[config.mk]
export PLATFORM = sky130hd
export DESIGN_NAME = dual_pin_io_pwm_controller
export DESIGN_NICKNAME = d
export VERILOG_FILES = /design/src/sv/dpio_pkg.sv /design/src/sv/dpio_div.sv /design/src/sv/dpio_dp.sv /design/src/sv/dpio_ctrl.sv /design/src/sv/dual_pin_io_pwm_controller.sv
export SDC_FILE = /design/constraint.sdc
export NUM_CORES = 1
export LEC_CHECK = 0
export BUFFER_PORTS_ARGS = -buffer_cell sky130_fd_sc_hd__buf_4
export CAP_MARGIN = 20
export CELL_PAD_IN_SITES_DETAIL_PLACEMENT = 1
export CELL_PAD_IN_SITES_GLOBAL_PLACEMENT = 2
export CORE_AREA = 2 2 362 185
export DETAILED_ROUTE_END_ITERATION = 16
export DIE_AREA = 0 0 364 187
export PLACE_DENSITY = 0.78
export SYNTH_ARGS = -nofsm -noshare
export SYNTH_HDL_FRONTEND = slang
export SYNTH_SLANG_ARGS = --single-unit
[constraint.sdc]
create_clock -name clk_i -period 7.1 [get_ports clk_i]
set_input_delay 1.42 -clock clk_i [delete_from_list [all_inputs] [get_ports clk_i]]
set_output_delay 1.42 -clock clk_i [all_outputs]
set_load 0.02 [all_outputs]
[src/sv/dpio_pkg.sv]
// ---------------------------------------------------------------------------
// dpio_pkg: shared types and constants of the dual-pin io and pwm controller
// payload structs, register indexes, mode and function codes, decode helpers
// ---------------------------------------------------------------------------
`default_nettype none

package dpio_pkg;

  // register file
  localparam int unsigned RegIdxW  = 3;
  localparam int unsigned CfgAddrW = 5;
  localparam int unsigned CfgDataW = 32;

  localparam logic [RegIdxW-1:0] RegPinOneSetup  = 3'd0;
  localparam logic [RegIdxW-1:0] RegPinOnePeriod = 3'd1;
  localparam logic [RegIdxW-1:0] RegPinOneDuty   = 3'd2;
  localparam logic [RegIdxW-1:0] RegPinTwoSetup  = 3'd3;
  localparam logic [RegIdxW-1:0] RegPinTwoPeriod = 3'd4;
  localparam logic [RegIdxW-1:0] RegPinTwoDuty   = 3'd5;

  localparam logic [7:0] SetupReset = 8'h80;

  // access codes
  localparam logic OpWrite = 1'b0;
  localparam logic OpRead  = 1'b1;

  // setup byte mode codes
  localparam logic [3:0] ModeInput    = 4'd2;
  localparam logic [3:0] ModePushPull = 4'd3;
  localparam logic [3:0] ModeOpenDrn  = 4'd4;
  localparam logic [3:0] ModePwmPp    = 4'd5;
  localparam logic [3:0] ModePwmOd    = 4'd6;

  // pad function codes
  localparam logic [2:0] FuncAnalog   = 3'd0;
  localparam logic [2:0] FuncInput    = 3'd1;
  localparam logic [2:0] FuncPushPull = 3'd2;
  localparam logic [2:0] FuncOpenDrn  = 3'd3;
  localparam logic [2:0] FuncPwmPp    = 3'd4;
  localparam logic [2:0] FuncPwmOd    = 3'd5;

  // pull codes
  localparam logic [1:0] PullNone = 2'd0;
  localparam logic [1:0] PullDown = 2'd1;
  localparam logic [1:0] PullUp   = 2'd2;

  // wake edge codes
  localparam logic [1:0] WakeNone    = 2'd0;
  localparam logic [1:0] WakeFalling = 2'd1;
  localparam logic [1:0] WakeRising  = 2'd2;

  // reload divider and compare scaling
  localparam int unsigned DivW  = 32;
  localparam int unsigned DvsrW = 16;
  localparam logic [15:0] DutyFull   = 16'hFFFF;
  localparam logic [15:0] CmpDivisor = 16'hFFFE;

  typedef struct packed {
    logic        operation;
    logic        pin_select;
    logic [15:0] write_value;
    logic        pad_level;
  } in_t;

  typedef struct packed {
    logic [7:0]  read_low;
    logic [7:0]  read_high;
    logic [2:0]  pad_function;
    logic [1:0]  pull_select;
    logic [1:0]  wake_edge;
    logic        drive_level;
    logic [3:0]  pwm_prescale;
    logic [15:0] pwm_reload;
    logic [15:0] pwm_compare;
    logic        pwm_running;
  } out_t;

  // controller to datapath
  typedef struct packed {
    logic load_item;
    logic div_start;
    logic latch_reload;
    logic latch_prod;
    logic latch_cmp;
    logic load_out;
  } cmd_t;

  // datapath to controller
  typedef struct packed {
    logic is_pwm;
    logic div_done;
  } sts_t;

  function automatic logic mode_is_output(input logic [3:0] mode);
    return (mode == ModePushPull) || (mode == ModeOpenDrn);
  endfunction

  function automatic logic mode_is_pwm(input logic [3:0] mode);
    return (mode == ModePwmPp) || (mode == ModePwmOd);
  endfunction

  function automatic logic [2:0] mode_to_func(input logic [3:0] mode);
    logic [2:0] func;
    case (mode)
      ModeInput:    func = FuncInput;
      ModePushPull: func = FuncPushPull;
      ModeOpenDrn:  func = FuncOpenDrn;
      ModePwmPp:    func = FuncPwmPp;
      ModePwmOd:    func = FuncPwmOd;
      default:      func = FuncAnalog;
    endcase
    return func;
  endfunction

endpackage

`default_nettype wire

[src/sv/dpio_div.sv]
// ---------------------------------------------------------------------------
// dpio_div: iterative restoring divider
// one quotient bit per cycle, done pulses in the cycle after the last step
// ---------------------------------------------------------------------------
`default_nettype none

module dpio_div (
  input  wire                              clk_i,
  input  wire                              rst_ni,
  input  wire                              start_i,
  input  wire  [dpio_pkg::DivW-1:0]        dividend_i,
  input  wire  [dpio_pkg::DvsrW-1:0]       divisor_i,
  output logic                             done_o,
  output logic [dpio_pkg::DivW-1:0]        quotient_o
);
  import dpio_pkg::*;

  localparam int unsigned CntW = $clog2(DivW);
  localparam logic [CntW-1:0] CntLast = CntW'(DivW - 1);

  logic                busy_q, busy_d;
  logic                done_q, done_d;
  logic [CntW-1:0]     cnt_q, cnt_d;
  logic [DivW-1:0]     quo_q, quo_d;
  logic [DvsrW-1:0]    rem_q, rem_d;
  logic [DvsrW-1:0]    dvsr_q, dvsr_d;
  logic [DvsrW:0]      trial;
  logic [DvsrW:0]      diff;

  // one restoring step
  assign trial = {rem_q, quo_q[DivW-1]};
  assign diff  = trial - {1'b0, dvsr_q};

  always_comb begin
    busy_d = busy_q;
    done_d = 1'b0;
    cnt_d  = cnt_q;
    quo_d  = quo_q;
    rem_d  = rem_q;
    dvsr_d = dvsr_q;
    if (start_i) begin
      busy_d = 1'b1;
      cnt_d  = CntLast;
      quo_d  = dividend_i;
      rem_d  = '0;
      dvsr_d = divisor_i;
    end else if (busy_q) begin
      if (!diff[DvsrW]) begin
        rem_d = diff[DvsrW-1:0];
        quo_d = {quo_q[DivW-2:0], 1'b1};
      end else begin
        rem_d = trial[DvsrW-1:0];
        quo_d = {quo_q[DivW-2:0], 1'b0};
      end
      if (cnt_q == '0) begin
        busy_d = 1'b0;
        done_d = 1'b1;
      end else begin
        cnt_d = cnt_q - 1'b1;
      end
    end
  end

  // control state
  always_ff @(posedge clk_i or negedge rst_ni) begin
    if (!rst_ni) begin
      busy_q <= 1'b0;
      done_q <= 1'b0;
      cnt_q  <= '0;
    end else begin
      busy_q <= busy_d;
      done_q <= done_d;
      cnt_q  <= cnt_d;
    end
  end

  // operand registers
  always_ff @(posedge clk_i) begin
    quo_q  <= quo_d;
    rem_q  <= rem_d;
    dvsr_q <= dvsr_d;
  end

  assign done_o     = done_q;
  assign quotient_o = quo_q;

endmodule

`default_nettype wire

[src/sv/dpio_dp.sv]
// ---------------------------------------------------------------------------
// dpio_dp: datapath of the dual-pin io and pwm controller
// config registers, pin state, pwm timer arithmetic and the result register
// ---------------------------------------------------------------------------
`default_nettype none

module dpio_dp (
  input  wire                              clk_i,
  input  wire                              rst_ni,
  input  dpio_pkg::cmd_t                   cmd_i,
  output dpio_pkg::sts_t                   sts_o,
  input  dpio_pkg::in_t                    in_data_i,
  input  wire                              cfg_we_i,
  input  wire  [dpio_pkg::RegIdxW-1:0]     cfg_idx_i,
  input  wire  [dpio_pkg::CfgDataW-1:0]    cfg_wdata_i,
  output logic [dpio_pkg::CfgDataW-1:0]    cfg_rdata_o,
  output dpio_pkg::out_t                   out_data_o
);
  import dpio_pkg::*;

  logic [7:0]  setup_q    [2];
  logic [7:0]  setup_d    [2];
  logic [15:0] period_q   [2];
  logic [15:0] period_d   [2];
  logic [15:0] duty_cfg_q [2];
  logic [15:0] duty_cfg_d [2];
  logic [15:0] duty_lvl_q [2];
  logic [15:0] duty_lvl_d [2];
  logic        out_lvl_q  [2];
  logic        out_lvl_d  [2];

  logic        cfg_pin;
  logic        pin_q;
  logic        pad_q;
  logic [15:0] reload_q;
  logic [31:0] prod_q;
  logic [15:0] cmp_q;
  out_t        out_q;

  logic [7:0]  sel_setup;
  logic [3:0]  sel_mode;
  logic [15:0] sel_period;
  logic [15:0] sel_duty;
  logic        sel_olvl;
  logic        sel_pwm;
  logic        sel_out;
  logic [3:0]  sel_ps;
  logic [16:0] per_inc;
  logic [DivW-1:0]  div_dividend;
  logic [DvsrW-1:0] div_divisor;
  logic             div_done;
  logic [DivW-1:0]  div_quo;
  logic [17:0] cmp_fold;
  logic [15:0] cmp_quo;
  out_t        res;

  // config writes, reconfigure on write, item writes
  always_comb begin
    for (int p = 0; p < 2; p++) begin
      setup_d[p]    = setup_q[p];
      period_d[p]   = period_q[p];
      duty_cfg_d[p] = duty_cfg_q[p];
      duty_lvl_d[p] = duty_lvl_q[p];
      out_lvl_d[p]  = out_lvl_q[p];
    end
    cfg_pin = (cfg_idx_i >= RegPinTwoSetup);
    if (cfg_we_i) begin
      case (cfg_idx_i)
        RegPinOneSetup:  setup_d[0]    = cfg_wdata_i[7:0];
        RegPinOnePeriod: period_d[0]   = cfg_wdata_i[15:0];
        RegPinOneDuty:   duty_cfg_d[0] = cfg_wdata_i[15:0];
        RegPinTwoSetup:  setup_d[1]    = cfg_wdata_i[7:0];
        RegPinTwoPeriod: period_d[1]   = cfg_wdata_i[15:0];
        RegPinTwoDuty:   duty_cfg_d[1] = cfg_wdata_i[15:0];
        default: ;
      endcase
      if (cfg_idx_i <= RegPinTwoDuty) begin
        if (mode_is_output(setup_d[cfg_pin][3:0])) begin
          out_lvl_d[cfg_pin] = period_d[cfg_pin][0];
        end else if (mode_is_pwm(setup_d[cfg_pin][3:0])) begin
          duty_lvl_d[cfg_pin] = duty_cfg_d[cfg_pin];
        end
      end
    end
    if (cmd_i.load_item && (in_data_i.operation == OpWrite)) begin
      if (mode_is_output(setup_q[in_data_i.pin_select][3:0])) begin
        out_lvl_d[in_data_i.pin_select] = in_data_i.write_value[8];
      end else if (mode_is_pwm(setup_q[in_data_i.pin_select][3:0])) begin
        duty_lvl_d[in_data_i.pin_select] = in_data_i.write_value;
      end
    end
  end

  always_ff @(posedge clk_i or negedge rst_ni) begin
    if (!rst_ni) begin
      for (int p = 0; p < 2; p++) begin
        setup_q[p]    <= SetupReset;
        period_q[p]   <= '0;
        duty_cfg_q[p] <= '0;
        duty_lvl_q[p] <= '0;
        out_lvl_q[p]  <= 1'b0;
      end
    end else begin
      for (int p = 0; p < 2; p++) begin
        setup_q[p]    <= setup_d[p];
        period_q[p]   <= period_d[p];
        duty_cfg_q[p] <= duty_cfg_d[p];
        duty_lvl_q[p] <= duty_lvl_d[p];
        out_lvl_q[p]  <= out_lvl_d[p];
      end
    end
  end

  // register read-back
  always_comb begin
    case (cfg_idx_i)
      RegPinOneSetup:  cfg_rdata_o = {24'd0, setup_q[0]};
      RegPinOnePeriod: cfg_rdata_o = {16'd0, period_q[0]};
      RegPinOneDuty:   cfg_rdata_o = {16'd0, duty_cfg_q[0]};
      RegPinTwoSetup:  cfg_rdata_o = {24'd0, setup_q[1]};
      RegPinTwoPeriod: cfg_rdata_o = {16'd0, period_q[1]};
      RegPinTwoDuty:   cfg_rdata_o = {16'd0, duty_cfg_q[1]};
      default:         cfg_rdata_o = '0;
    endcase
  end

  // selected pin view
  assign sel_setup  = setup_q[pin_q];
  assign sel_mode   = sel_setup[3:0];
  assign sel_period = period_q[pin_q];
  assign sel_duty   = duty_lvl_q[pin_q];
  assign sel_olvl   = out_lvl_q[pin_q];
  assign sel_pwm    = mode_is_pwm(sel_mode);
  assign sel_out    = mode_is_output(sel_mode);
  assign sel_ps     = sel_period[15:12];
  assign per_inc    = {1'b0, sel_period} + 17'd1;

  // divider operands: (period+1)*16 / (prescale+1)
  assign div_dividend = {11'd0, per_inc, 4'd0};
  assign div_divisor  = {11'd0, {1'b0, sel_ps} + 5'd1};

  dpio_div u_div (
    .clk_i      (clk_i),
    .rst_ni     (rst_ni),
    .start_i    (cmd_i.div_start),
    .dividend_i (div_dividend),
    .divisor_i  (div_divisor),
    .done_o     (div_done),
    .quotient_o (div_quo)
  );

  // product / 65534: with p = hi*2^16 + lo, p = hi*65534 + (2*hi + lo); the fold
  // stays below 3*65534 for any duty short of full scale, so two compares finish it
  assign cmp_fold = {1'b0, prod_q[31:16], 1'b0} + {2'b00, prod_q[15:0]};
  assign cmp_quo  = prod_q[31:16]
                  + {15'd0, (cmp_fold >= {2'b00, CmpDivisor})}
                  + {15'd0, (cmp_fold >= {1'b0, CmpDivisor, 1'b0})};

  // item capture and timer arithmetic registers
  always_ff @(posedge clk_i) begin
    if (cmd_i.load_item) begin
      pin_q <= in_data_i.pin_select;
      pad_q <= in_data_i.pad_level;
    end
    if (cmd_i.latch_reload) begin
      reload_q <= div_quo[15:0] - 16'd1;
    end
    if (cmd_i.latch_prod) begin
      prod_q <= reload_q * sel_duty;
    end
    if (cmd_i.latch_cmp) begin
      cmp_q <= (sel_duty == DutyFull) ? DutyFull : cmp_quo;
    end
  end

  // result assembly
  always_comb begin
    res              = '0;
    res.pad_function = mode_to_func(sel_mode);
    case (sel_setup[5:4])
      2'b01:   res.pull_select = PullDown;
      2'b10:   res.pull_select = PullUp;
      default: res.pull_select = PullNone;
    endcase
    if (sel_mode == ModeInput) begin
      res.read_low = {7'd0, pad_q};
      if (pin_q && ((sel_period[1:0] == WakeFalling) || (sel_period[1:0] == WakeRising))) begin
        res.wake_edge = sel_period[1:0];
      end
    end else if (sel_out) begin
      res.read_low    = {7'd0, pad_q};
      res.read_high   = {7'd0, sel_olvl};
      res.drive_level = sel_olvl;
    end else if (sel_pwm) begin
      res.read_low     = sel_duty[7:0];
      res.read_high    = sel_duty[15:8];
      res.pwm_running  = 1'b1;
      res.pwm_prescale = sel_ps;
      res.pwm_reload   = reload_q;
      res.pwm_compare  = cmp_q;
    end
  end

  // result register
  always_ff @(posedge clk_i) begin
    if (cmd_i.load_out) begin
      out_q <= res;
    end
  end

  assign sts_o.is_pwm   = sel_pwm;
  assign sts_o.div_done = div_done;
  assign out_data_o     = out_q;

endmodule

`default_nettype wire

[src/sv/dpio_ctrl.sv]
// ---------------------------------------------------------------------------
// dpio_ctrl: sequencer of the dual-pin io and pwm controller
// steps one access, through the divider and multiplier for pwm pins, owns the handshakes
// ---------------------------------------------------------------------------
`default_nettype none

module dpio_ctrl (
  input  wire             clk_i,
  input  wire             rst_ni,
  input  wire             in_valid_i,
  output logic            in_ready_o,
  output logic            out_valid_o,
  input  wire             out_ready_i,
  input  dpio_pkg::sts_t  sts_i,
  output dpio_pkg::cmd_t  cmd_o
);
  import dpio_pkg::*;

  localparam logic [2:0] StIdle   = 3'd0;
  localparam logic [2:0] StStart  = 3'd1;
  localparam logic [2:0] StReload = 3'd2;
  localparam logic [2:0] StMul    = 3'd3;
  localparam logic [2:0] StCmp    = 3'd4;
  localparam logic [2:0] StDone   = 3'd5;

  logic [2:0] state_q, state_d;
  logic       out_valid_q, out_valid_d;
  logic       out_free;

  assign out_free   = !out_valid_q || out_ready_i;
  assign in_ready_o = (state_q == StIdle);

  // next state and commands
  always_comb begin
    state_d = state_q;
    cmd_o   = '0;
    case (state_q)
      StIdle: begin
        if (in_valid_i) begin
          cmd_o.load_item = 1'b1;
          state_d         = StStart;
        end
      end
      StStart: begin
        if (sts_i.is_pwm) begin
          cmd_o.div_start = 1'b1;
          state_d         = StReload;
        end else begin
          state_d = StDone;
        end
      end
      StReload: begin
        if (sts_i.div_done) begin
          cmd_o.latch_reload = 1'b1;
          state_d            = StMul;
        end
      end
      StMul: begin
        cmd_o.latch_prod = 1'b1;
        state_d          = StCmp;
      end
      StCmp: begin
        cmd_o.latch_cmp = 1'b1;
        state_d         = StDone;
      end
      StDone: begin
        if (out_free) begin
          cmd_o.load_out = 1'b1;
          state_d        = StIdle;
        end
      end
      default: state_d = StIdle;
    endcase
  end

  // output valid
  always_comb begin
    out_valid_d = out_valid_q;
    if (cmd_o.load_out) begin
      out_valid_d = 1'b1;
    end else if (out_ready_i) begin
      out_valid_d = 1'b0;
    end
  end

  always_ff @(posedge clk_i or negedge rst_ni) begin
    if (!rst_ni) begin
      state_q     <= StIdle;
      out_valid_q <= 1'b0;
    end else begin
      state_q     <= state_d;
      out_valid_q <= out_valid_d;
    end
  end

  assign out_valid_o = out_valid_q;

endmodule

`default_nettype wire

[src/sv/dual_pin_io_pwm_controller.sv]
// ---------------------------------------------------------------------------
// dual_pin_io_pwm_controller: two configurable io pins with pwm timer setup
// top level: apb register port, access sequencer and datapath
// ---------------------------------------------------------------------------
// usage
//   config: apb port, six registers at byte addresses 0,4,..,20 (setup,
//   period, duty for pin one, then pin two); writes complete in the access
//   cycle, pready is tied high, reads return the register value
//   in channel: one access beat (read or write of one pin) per valid/ready
//   out channel: one result beat per access, describing the selected pin
//   sequence: after accept a non-pwm access passes the start and done states
//   to out_valid_o; a pwm access also runs one 32-step divider pass for the
//   reload, then the multiply state and the compare scaling state
//   occupancy: one access at a time; a new access is taken while the
//   previous result still waits in the output register
//   reset: all pins analog with the pull bits clear, levels and duty zero
//   stall: a result held by out_ready_i low keeps its data stable; the next
//   access finishes its arithmetic and then waits for the output register
// ---------------------------------------------------------------------------
`default_nettype none

module dual_pin_io_pwm_controller (
  input  wire                                clk_i,
  input  wire                                rst_ni,
  // access channel
  input  wire                                in_valid_i,
  output logic                               in_ready_o,
  input  dpio_pkg::in_t                      in_data_i,
  // result channel
  output logic                               out_valid_o,
  input  wire                                out_ready_i,
  output dpio_pkg::out_t                     out_data_o,
  // register port
  input  wire                                psel,
  input  wire                                penable,
  input  wire                                pwrite,
  input  wire  [dpio_pkg::CfgAddrW-1:0]      paddr,
  input  wire  [dpio_pkg::CfgDataW-1:0]      pwdata,
  output logic [dpio_pkg::CfgDataW-1:0]      prdata,
  output logic                               pready
);
  import dpio_pkg::*;

  cmd_t              cmd;
  sts_t              sts;
  logic              cfg_we;
  logic [RegIdxW-1:0] cfg_idx;

  // apb decode, write in the access cycle
  assign pready  = 1'b1;
  assign cfg_we  = psel && penable && pwrite && pready;
  assign cfg_idx = paddr[CfgAddrW-1:2];

  dpio_ctrl u_ctrl (
    .clk_i       (clk_i),
    .rst_ni      (rst_ni),
    .in_valid_i  (in_valid_i),
    .in_ready_o  (in_ready_o),
    .out_valid_o (out_valid_o),
    .out_ready_i (out_ready_i),
    .sts_i       (sts),
    .cmd_o       (cmd)
  );

  dpio_dp u_dp (
    .clk_i       (clk_i),
    .rst_ni      (rst_ni),
    .cmd_i       (cmd),
    .sts_o       (sts),
    .in_data_i   (in_data_i),
    .cfg_we_i    (cfg_we),
    .cfg_idx_i   (cfg_idx),
    .cfg_wdata_i (pwdata),
    .cfg_rdata_o (prdata),
    .out_data_o  (out_data_o)
  );

endmodule

`default_nettype wire

Word level (Yosys, flattened, before mapping):

Cells that the tools add are included.

* logic and storage cells: 215
* output and inout bits: 96
* bits in read-only memories: 0
* register bits after elaboration: 305
* input bits: 63
* memory bits (writable): 0
* memories kept: 0
* bits in latches: 0

* divide/modulo/power cells: 0
* equality and inequality tests: 32
* shift operators: 0
* bitwise logic cells: 6
* order comparisons: 9
* multiplexer cells: 97
* reductions and logical operators: 26
* multiply operators: 1
* add/subtract/negate cells: 8

Operators by type and width (number)
* $mux W16: 20
* $mux W32: 7
* $pmux W16 S6: 1
* $bwmux W32: 2
* $mux W21: 2
* $eq A4 B3 Y1 const B: 9
* $add A16 B1 Y16: 2
* $demux W16 S1: 2
* $mul A16 B16 Y32: 1
* $mux W8: 4
* $mux W1: 29
* $mux W4: 6
* $add A17 B16 Y18: 1
* $ge A18 B16 Y1 const B: 1
* $ge A18 B17 Y1 const B: 1
* $mux W6: 3
* $mux W9: 2
* $pmux W3 S6: 1
* $add A16 B1 Y17 const B: 1
* $sub A17 B5 Y17: 1
* $eq A16 B16 Y1 const B: 1
* $eq A4 B2 Y1 const B: 4
* $sub A16 B1 Y16 const B: 1
* $mux W5: 3
* 31 further kinds: 74

Logic depth before layout (Yosys ltp):

Gate-level depths: netlist of run 1.

* word-level depth: 16
* depth in mapped cells: 27
* mapped depth without buffers: 23

By module:

From an unflattened synthesis of run 1, not the netlist that was laid out.

* cell total of the unflattened synthesis: 2385
* area total of the unflattened synthesis: 24805.0 um^2

Modules (own cells, without submodules)
* dpio_dp: sequential area each 6638.9 um^2, instances 1, cells each 2038, area an instance 20836.2 um^2
* dpio_div: sequential area each 1936.9 um^2, instances 1, cells each 310, area an instance 3659.8 um^2
* dpio_ctrl: sequential area each 100.1 um^2, instances 1, cells each 34, area an instance 291.5 um^2
* dual_pin_io_pwm_controller: sequential area each 0.0 um^2, instances 1, cells each 3, area an instance 17.5 um^2

Worst setup path after synthesis of run 1:

Ideal clock, no wire load.

* path kind: flip-flop to flip-flop
* from: register u_dp.pin_q
* to: register u_dp.prod_q[29], data pin
* required time: 6828 ps
* buffers on the path: 4
* slack: -280 ps
* stages on the path, launching flop included: 26
* clock period less this slack: 7380 ps
* library setup time: 272 ps
* arrival: 7108 ps
* cells stage by stage: edfxtp_1 buf_2 buf_2 buf_2 mux2i_1 clkbuf_1 nor2b_1 fa_1 inv_1 fa_1 fa_1 inv_1 fa_1 fa_1 inv_1 fa_1 inv_1 ha_1 a21oi_1 o32ai_1 a31oi_1 a211oi_1 o21a_1 o41ai_2 nor3_1 or4b_1

* cells in the longest elaborated chain, start to end: 5

Ends and longest elaborated chain
* start, declared: line dpio_dp.sv:33 `logic pin_q;`
* start signal, assigned: line dpio_dp.sv:162 `pin_q <= in_data_i.pin_select;`
* $not A1 Y2 (implied by the code): line dpio_dp.sv:131 `assign sel_duty = duty_lvl_q[pin_q];`
* $mux W16 (implied by the code) (3 in a row): line dpio_dp.sv:131
* $mul A16 B16 Y32: line dpio_dp.sv:169 `prod_q <= reload_q * sel_duty;`
* end signal, assigned: line dpio_dp.sv:169
* end, declared: line dpio_dp.sv:36 `logic [31:0] prod_q;`

Every way passes these cells. The select of a mux whose other input is x is not followed.
A chain may end at the register's enable or synchronous reset.

Final worst setup path of run 1:

Ends and elaborated chain as after synthesis.

==> results of run 1 <==
-- flip-flops by register name, indices dropped and copies added (netlist names), 2 cells and up --
name / cells
u_dp.duty_lvl_q: 32
u_dp.prod_q: 31
u_dp.u_div.dvsr_q: 5
u_dp.u_div.cnt_q: 5
u_dp.out_data_o: 61
u_dp.out_lvl_q: 2
u_dp.u_div.quotient_o: 32
u_dp.period_q: 32
u_dp.reload_q: 16
u_ctrl.state_q: 3
u_dp.setup_q: 16
u_dp.duty_cfg_q: 32
u_dp.u_div.rem_q: 16
u_dp.cmp_q: 16
-- cells by family after synthesis --
kind of cell | after synthesis | synth area share, %
xor gates and xnor gates | 91 | 3.381
DFF | 304 | 34.44
and+or+nand+nor | 688 | 14.38
other | 2 | 0.03156
AOI/OAI and AO/OA | 285 | 7.404
buffers and inverters | 397 | 6.667
muxes | 228 | 10.29
adders and majority gates | 327 | 23.41
-- synth_stat cells, drive strengths merged (14+ instances only) --
library cell    n
ha            130
a21o           16
nand3          33
nor2          127
buf            39
clkbuf         82
edfxtp        148
xnor2          57
a22oi          14
dfxtp          31
fa            197
mux2          133
a211oi         16
mux2i          95
o21ai          62
and2          119
xor2           34
inv           275
nor3           26
nor2b          53
dfrtp         123
nand2b         24
a21oi          99
nand2         235
-- routing by layer --
layer  vias up  GRT usage, %  wire [µm]
li1       8087             -          -
met1      9294         36.78      39950
met2       480         29.64      29540
met3        61         5.456       6275
met4         2         2.825        877
met5         -         1.681        159
-- layout make-up --
type / instances / area (µm²)
Fill cell: 7222 / 37350
Clock inverter: 14 / 103.9
Tap cell: 897 / 1122
Inverter: 276 / 1036
Sequential cell: 304 / 8197
Timing Repair Buffer: 257 / 2186
Clock buffer: 42 / 920.9
Multi-Input combinational cell: 1637 / 14550
-- worst max-delay path: stages (launching register included) --
cell                       delay, ns
sky130_fd_sc_hd__edfxtp_1       0.44
sky130_fd_sc_hd__buf_12         0.20
sky130_fd_sc_hd__buf_12         0.16
sky130_fd_sc_hd__mux2_4         0.40
sky130_fd_sc_hd__buf_6          0.16
sky130_fd_sc_hd__nand2_2        0.07
sky130_fd_sc_hd__fa_1           0.47
sky130_fd_sc_hd__fa_2           0.55
sky130_fd_sc_hd__inv_1          0.05
sky130_fd_sc_hd__fa_1           0.48
sky130_fd_sc_hd__fa_2           0.52
sky130_fd_sc_hd__fa_1           0.55
sky130_fd_sc_hd__inv_1          0.05
sky130_fd_sc_hd__fa_1           0.47
sky130_fd_sc_hd__inv_1          0.06
sky130_fd_sc_hd__ha_4           0.26
sky130_fd_sc_hd__a211oi_2       0.25
sky130_fd_sc_hd__nand2_2        0.12
sky130_fd_sc_hd__nor3_4         0.16
sky130_fd_sc_hd__a211oi_2       0.12
sky130_fd_sc_hd__o21a_1         0.25
sky130_fd_sc_hd__o41ai_4        0.26
sky130_fd_sc_hd__nor3_1         0.09
sky130_fd_sc_hd__or4b_4         0.49
-- path summary, 6_finish.rpt --
path	startpoint	endpoint	slack, ns
max in group asynchronous	rst_ni	u_dp.u_div.busy_q$_DFF_PN0_	4.63
worst max register to register	u_dp.pin_q$_DFFE_PP_	u_dp.prod_q[29]$_DFFE_PN_	0.17
min in group asynchronous	rst_ni	u_dp.duty_lvl_q[29]$_DFF_PN0_	0.94
worst min register to register	u_dp.u_div.quotient_o[20]$_DFFE_PP_	u_dp.u_div.quotient_o[21]$_SDFFE_PP0P_	0.50
worst max-delay path	u_dp.pin_q$_DFFE_PP_	u_dp.prod_q[29]$_DFFE_PN_	0.17
worst min-delay path	u_dp.u_div.quotient_o[20]$_DFFE_PP_	u_dp.u_div.quotient_o[21]$_SDFFE_PP0P_	0.50
-- power groups by stage --
stage / clock network (mW) / registers (mW) / logic [mW]
after floorplan: 0 / 2.92 / 4.07
after CTS: 1.72 / 2.86 / 6.66
final: 1.68 / 2.88 / 7.51
after global routing: 1.79 / 2.93 / 8.31
after global placement: 0 / 2.86 / 6.20
after detailed placement: 0 / 2.89 / 6.44
-- what timing repair did --
item / in CTS / in global routing
gates resized for setup: 27 / 70
buffers inserted: 6 / 20
pin swaps: 8 / 51
endpoints found under the setup margin: 3 / 6
cloned: 1 / 1
hold buffers: 0 / 0
-- stage by stage --
stage	setup WS (ns)	cell area, µm²	setup TNS (ns)	util, %
3_3_place_gp	-0.01268	26260	-0.01268	40.11
3_5_place_dp	-0.08443	26280	-0.2296	40.14
4_1_cts	0.0006661	27500	0	42.01
6_report	0.1689	28120	0	42.95
2_1_floorplan	0.002621	23900	0	-
5_1_grt	-0.02593	28120	-0.04811	42.95
==> results.txt, run 1 <==
----------------------------------------------------
[Synthesis]
  Ys async rst share ... 41.12%
  Number of enable flip-flop cells after synthesis ... 148
  Most area-consuming cells after synthesis ... sky130_fd_sc_hd__edfxtp_1 19%, sky130_fd_sc_hd__fa_1 17%, sky130_fd_sc_hd__dfrtp_1 13%
  Total standard cell area after synthesis ... 0.02380 mm²
  Mapped Avg Cell Area ... 10.25 µm²
  Prevailing post-synth register cell ... sky130_fd_sc_hd__edfxtp_1
  Post-Syn Instances ... 2322
  Yosys reg bits ... 304
  Total of warnings raised by yosys ... 0
  Area share of the largest cell type after synthesis ... 18.68%
  Largest area contributor in the netlist ... sky130_fd_sc_hd__edfxtp_1
  Share of the yosys chip area belonging to registers ... 34.44%
  Number of distinct library cell variants in the gate-level netlist after synthesis ... 75

[Timing]
  Actual slew at the worst max-slew pin ... 1.137 ns
  F_max ... 144.3 MHz
  Period Utilization, post-route ... 97.62%
  Worst relative slew slack ... 23.94%
  Final setup fails ... 0
  Setup skew after layout ... 0.02450 ns
  Number of failing hold endpoints at the final stage ... 0
  Worst hold slack ... 0.4992 ns
  Max-slew violations ... 0
  Final min period ... 6.931 ns

[Cells and area]
  Leading cell type in the layout, fill and taps excluded ... sky130_fd_sc_hd__inv_1
  Post-route insts no fill ... 3427
  Most used cells in the layout excluding fill and tap cells ... 269 x sky130_fd_sc_hd__inv_1, 228 x sky130_fd_sc_hd__nand2_1, 227 x sky130_fd_sc_hd__buf_4, 192 x sky130_fd_sc_hd__fa_1, 148 x sky130_fd_sc_hd__edfxtp_1
  Layout net count ... 2896
  # diodes ... 0
  Area added between synthesis and finish ... 18.17%
  Fraction of layout instances using a drive strength above 1 ... 20.51%

[Power]
  Total net switching power ... 5.292 mW
  Final Total Pwr ... 12.07 mW
  Power Dens Cells ... 429.2 mW/mm²
  Switching Fraction ... 43.85%
  Clock network fraction of total power ... 14.0%
  Worst vdd rail ir drop ... 0.4179 mV
  Leak pwr ... 12.68 nW
  Portion of total power attributed to combinational logic ... 62.2%
  Int Power ... 6.775 mW
  Register share of total power ... 23.8%

[Setup path]
  Category of the critical setup timing path ... flop to flop
  FF-to-FF path depth ... 23
  Required time of the critical path ... 7.42 ns
  Sort of element at the end of the critical path ... flop
  Kind of start point of the critical path ... flop
  Biggest fanout along the worst timing path ... 7
  WP data arrival ... 7.25 ns

[CTS]
  Num CTS Buffers ... 30
  Clk sink count ... 304
  Clk_lat worst skew ... 0.61 ns
  Root Driver ... sky130_fd_sc_hd__clkbuf_16
  H-tree depth ... 1
  TritonCTS clock tree ... done
  Clock transition time at the flip-flop clock pins of the worst setup and hold paths ... 0.07 ns
  Number of buffers on the longest clock path ... 3

[Die]
  Area of the core region ... 0.06547 mm²
  Core Rows ... 67
  Die Footprint ... 0.06807 mm²
  Die width ... 364 µm
  Effective utilization at floorplan ... 36.34%
  Count of boundary I/O pins ... 159
  Die Y-Extent ... 187 µm

[Routing]
  Avg Vias per Cell ... 5.230
  Average detailed-routed wire length per instance ... 22.41 µm
  Drt drc ... 0
  Total number of vias ... 17920
  Count of nets left with antenna violations after detail routing ... 0
  Number of detailed-route iterations in the first pass ... 5
  First-iteration detailed-routing DRC count ... 1486
  Total Routed Length ... 76.81 mm

[Flow run]
  Max-Cap Viols ... 0

[Global route]
  Residual overflow from global routing ... 0
  Global-route wire length before repair ... 116.6 mm
  Overall fraction of global-route tracks in use ... 22.47%
  Maximum number of pins on one net before global-route repair ... 68
  Initial antenna violation count ... 1
  Via count of the first global-routing pass ... 18850

[Worst hold path]
  Min-Delay Path Class ... flop to flop
  Hold path cells ... 2

[Placement]
  Routability cong. ... 0.8696
  Cell count after placement ... 3340
  Number of buffer cells added on primary ports ... 123
  HPWL reported at the end of detailed placement ... 58.19 mm

[Status]
  Outcome ... finished clean

----------------------------------------------------
Power figures use the tool's default switching activity.
==> run 2, diff against run 1 <==
==> constraint.sdc (replaced) <==
create_clock -name clk_i -period 7.1 [get_ports clk_i]
set_input_delay 2.13 -clock clk_i [delete_from_list [all_inputs] [get_ports clk_i]]
set_output_delay 2.13 -clock clk_i [all_outputs]
set_load 0.02 [all_outputs]
==> run 2 against run 1 <==
Clock-buffer cell count shrank 2. Clock power barely moved. Fmax down 1.5%. Register-to-register slack worse by 0.10 ns. Clock skew is 0.0060 ns lower. Total power grew 3.3%. Critical path type unchanged. Non-clock buffer count up 24. Global-route usage is 0.15 points higher. Setup slack got worse by 0.10 ns. Cell count up 0.79%. Largest cell class unchanged.
==> results.txt, run 2 (synthesis gave the netlist of run 1 again) <==
----------------------------------------------------
[Status]
  Outcome ... finished clean

[Setup path]
  Kind of start point of the critical path ... flop
  Required time of the critical path ... 7.44 ns
  Crit Reg-Reg Endpoint ... u_dp.prod_q[29]$_DFFE_PN_
  FF-to-FF path depth ... 23
  WP data arrival ... 7.38 ns
  Critical R2R Launch ... u_dp.pin_q$_DFFE_PP_
  Sort of element at the end of the critical path ... flop
  Category of the critical setup timing path ... flop to flop
  Biggest fanout along the worst timing path ... 7
  Launch point of the worst path ... u_dp.pin_q$_DFFE_PP_
  Register-to-register setup slack ... 0.07 ns

[Cells and area]
  Flip-flop count of the largest register after layout ... 61
  # diodes ... 0
  Layout net count ... 2922
  Fraction of layout instances using a drive strength above 1 ... 21.51%
  Leading cell type in the layout, fill and taps excluded ... sky130_fd_sc_hd__inv_1
  Area added between synthesis and finish ... 18.96%
  Most used cells in the layout excluding fill and tap cells ... 265 x sky130_fd_sc_hd__inv_1, 249 x sky130_fd_sc_hd__buf_4, 222 x sky130_fd_sc_hd__nand2_1, 191 x sky130_fd_sc_hd__fa_1, 148 x sky130_fd_sc_hd__edfxtp_1

[Routing]
  Average detailed-routed wire length per instance ... 22.70 µm
  Number of detailed-route iterations in the first pass ... 5
  Routed metal-1 wire length ... 39.16 mm
  Total Routed Length ... 78.40 mm
  Drt drc ... 0
  Length of routed met2 wiring ... 30.97 mm
  Max Used Layer ... met4
  Total number of vias ... 18220
  Count of nets left with antenna violations after detail routing ... 0
  Met3 Routed Length ... 7.319 mm
  First-iteration detailed-routing DRC count ... 1440
  Avg Vias per Cell ... 5.275

[Timing]
  F_max ... 142.2 MHz
  Final min period ... 7.033 ns
  Final setup fails ... 0
  Unrepaired setup endpoints after global routing ... true
  Number of failing hold endpoints at the final stage ... 0
  Max-slew violations ... 0
  Actual slew at the worst max-slew pin ... 1.161 ns
  Worst-case setup margin in the final layout ... 0.06658 ns
  Worst hold slack ... 0.4967 ns
  Worst relative slew slack ... 22.40%
  Period Utilization, post-route ... 99.06%
  Setup skew after layout ... 0.01850 ns

[Worst hold path]
  Min-Delay Path Class ... flop to flop
  Sink of the worst hold path ... u_dp.u_div.quotient_o[21]$_SDFFE_PP0P_
  Startpoint of the tightest hold check path ... u_dp.u_div.quotient_o[20]$_DFFE_PP_
  Hold path cells ... 2

[Placement]
  HPWL reported at the end of detailed placement ... 58.76 mm
  Routability cong. ... 0.8847
  Place WS ... -0.1843 ns
  Number of buffer cells added on primary ports ... 123

[Global route]
  Via count of the first global-routing pass ... 19270
  Residual overflow from global routing ... 0
  Initial antenna violation count ... 1
  Overall fraction of global-route tracks in use ... 22.61%
  Global-route wire length before repair ... 117.5 mm
  Maximum number of pins on one net before global-route repair ... 68

[Die]
  Area of the core region ... 0.06547 mm²
  Die Footprint ... 0.06807 mm²
  Count of boundary I/O pins ... 159
  Die Y-Extent ... 187 µm
  Core Rows ... 67
  Effective utilization at floorplan ... 36.34%
  Die width ... 364 µm

[Flow run]
  Max-Cap Viols ... 0

[CTS]
  Root Driver ... sky130_fd_sc_hd__clkbuf_16
  TritonCTS clock tree ... done
  Clock transition time at the flip-flop clock pins of the worst setup and hold paths ... 0.07 ns
  Num CTS Buffers ... 31
  Clk_lat worst skew ... 0.62 ns
  Number of buffers on the longest clock path ... 3
  Clk sink count ... 304
  H-tree depth ... 1

[Power]
  Power Dens Cells ... 440.3 mW/mm²
  Leak pwr ... 12.76 nW
  Worst vdd rail ir drop ... 0.4061 mV
  Final Total Pwr ... 12.46 mW

----------------------------------------------------
## run 2: stage by stage
stage	cell area (µm²)	utilization (%)	setup TNS, ns	instances
floorplan	23900	-	0	2337
global placement	26270	40.13	-0.06939	3341
detailed placement	26280	40.14	-0.4665	3342
CTS	27700	42.31	0	3424
global route	28310	43.23	-0.2207	3454
finish	28310	43.23	0	3454
## run 2: final cells by class
type	instances	area, µm²
flip-flops and latches	304	8197
multi-input cells	1638	14590
well taps	897	1122
repair buffers	281	2359
fillers	7200	37170
clock inverters	18	166.4
inverters	276	1036
clock buffers	40	833.3
## run 2: how the worst max path moves through the flow
stage / endpoint / slack, ns / cells after the start
2_1_floorplan: u_dp.prod_q[29]$_DFFE_PN_ / 0.003 / 26
3_3_place_gp: u_dp.prod_q[30]$_DFFE_PN_ / -0.06 / 22
3_5_place_dp: u_dp.prod_q[30]$_DFFE_PN_ / -0.18 / 24
4_1_cts: u_dp.prod_q[29]$_DFFE_PN_ / 0.006 / 24
5_1_grt: u_dp.prod_q[29]$_DFFE_PN_ / -0.09 / 27
6_report: u_dp.prod_q[29]$_DFFE_PN_ / 0.07 / 23
## run 2: per-layer routing
metal / vias to the layer above / track usage, %
met3: 71 / 5.809
met2: 533 / 30.64
met4: 0 / 2.952
met1: 9462 / 36.23
met5: - / 0
li1: 8153 / -
## run 2: what timing repair did
| action | 4_1_cts | 5_1_grt |
|---|---|---|
| endpoints found under the setup margin | 4 | 8 |
| hold buffers | 0 | 0 |
| gates resized for setup | 37 | 74 |
| setup buffers | 23 | 26 |
| cloned | 1 | 3 |
| pin swaps | 15 | 68 |
## run 2: critical path, cell delays in order (launching register included)
cell,delay [ns]
sky130_fd_sc_hd__edfxtp_1,0.44
sky130_fd_sc_hd__buf_12,0.19
sky130_fd_sc_hd__buf_12,0.16
sky130_fd_sc_hd__mux2_4,0.29
sky130_fd_sc_hd__nand2_1,0.12
sky130_fd_sc_hd__fa_1,0.59
sky130_fd_sc_hd__fa_2,0.45
sky130_fd_sc_hd__fa_1,0.53
sky130_fd_sc_hd__inv_2,0.05
sky130_fd_sc_hd__fa_1,0.47
sky130_fd_sc_hd__fa_1,0.50
sky130_fd_sc_hd__inv_1,0.06
sky130_fd_sc_hd__fa_1,0.53
sky130_fd_sc_hd__inv_1,0.06
sky130_fd_sc_hd__ha_4,0.29
sky130_fd_sc_hd__nand2_4,0.08
sky130_fd_sc_hd__o32ai_4,0.31
sky130_fd_sc_hd__a31oi_4,0.11
sky130_fd_sc_hd__a211oi_2,0.34
sky130_fd_sc_hd__o21a_1,0.25
sky130_fd_sc_hd__o41ai_4,0.08
sky130_fd_sc_hd__buf_4,0.16
sky130_fd_sc_hd__and4b_1,0.19
sky130_fd_sc_hd__or4b_4,0.49
## run 2: power breakdown
part | total (mW) | leakage (nW) | switching [mW] | internal [mW]
Combinational | 7.91 | 9.02 | 4.38 | 3.54
Sequential | 2.87 | 3.25 | 0.354 | 2.52
Clock | 1.68 | 0.488 | 0.771 | 0.908
Total | 12.5 | 12.8 | 5.50 | 6.96
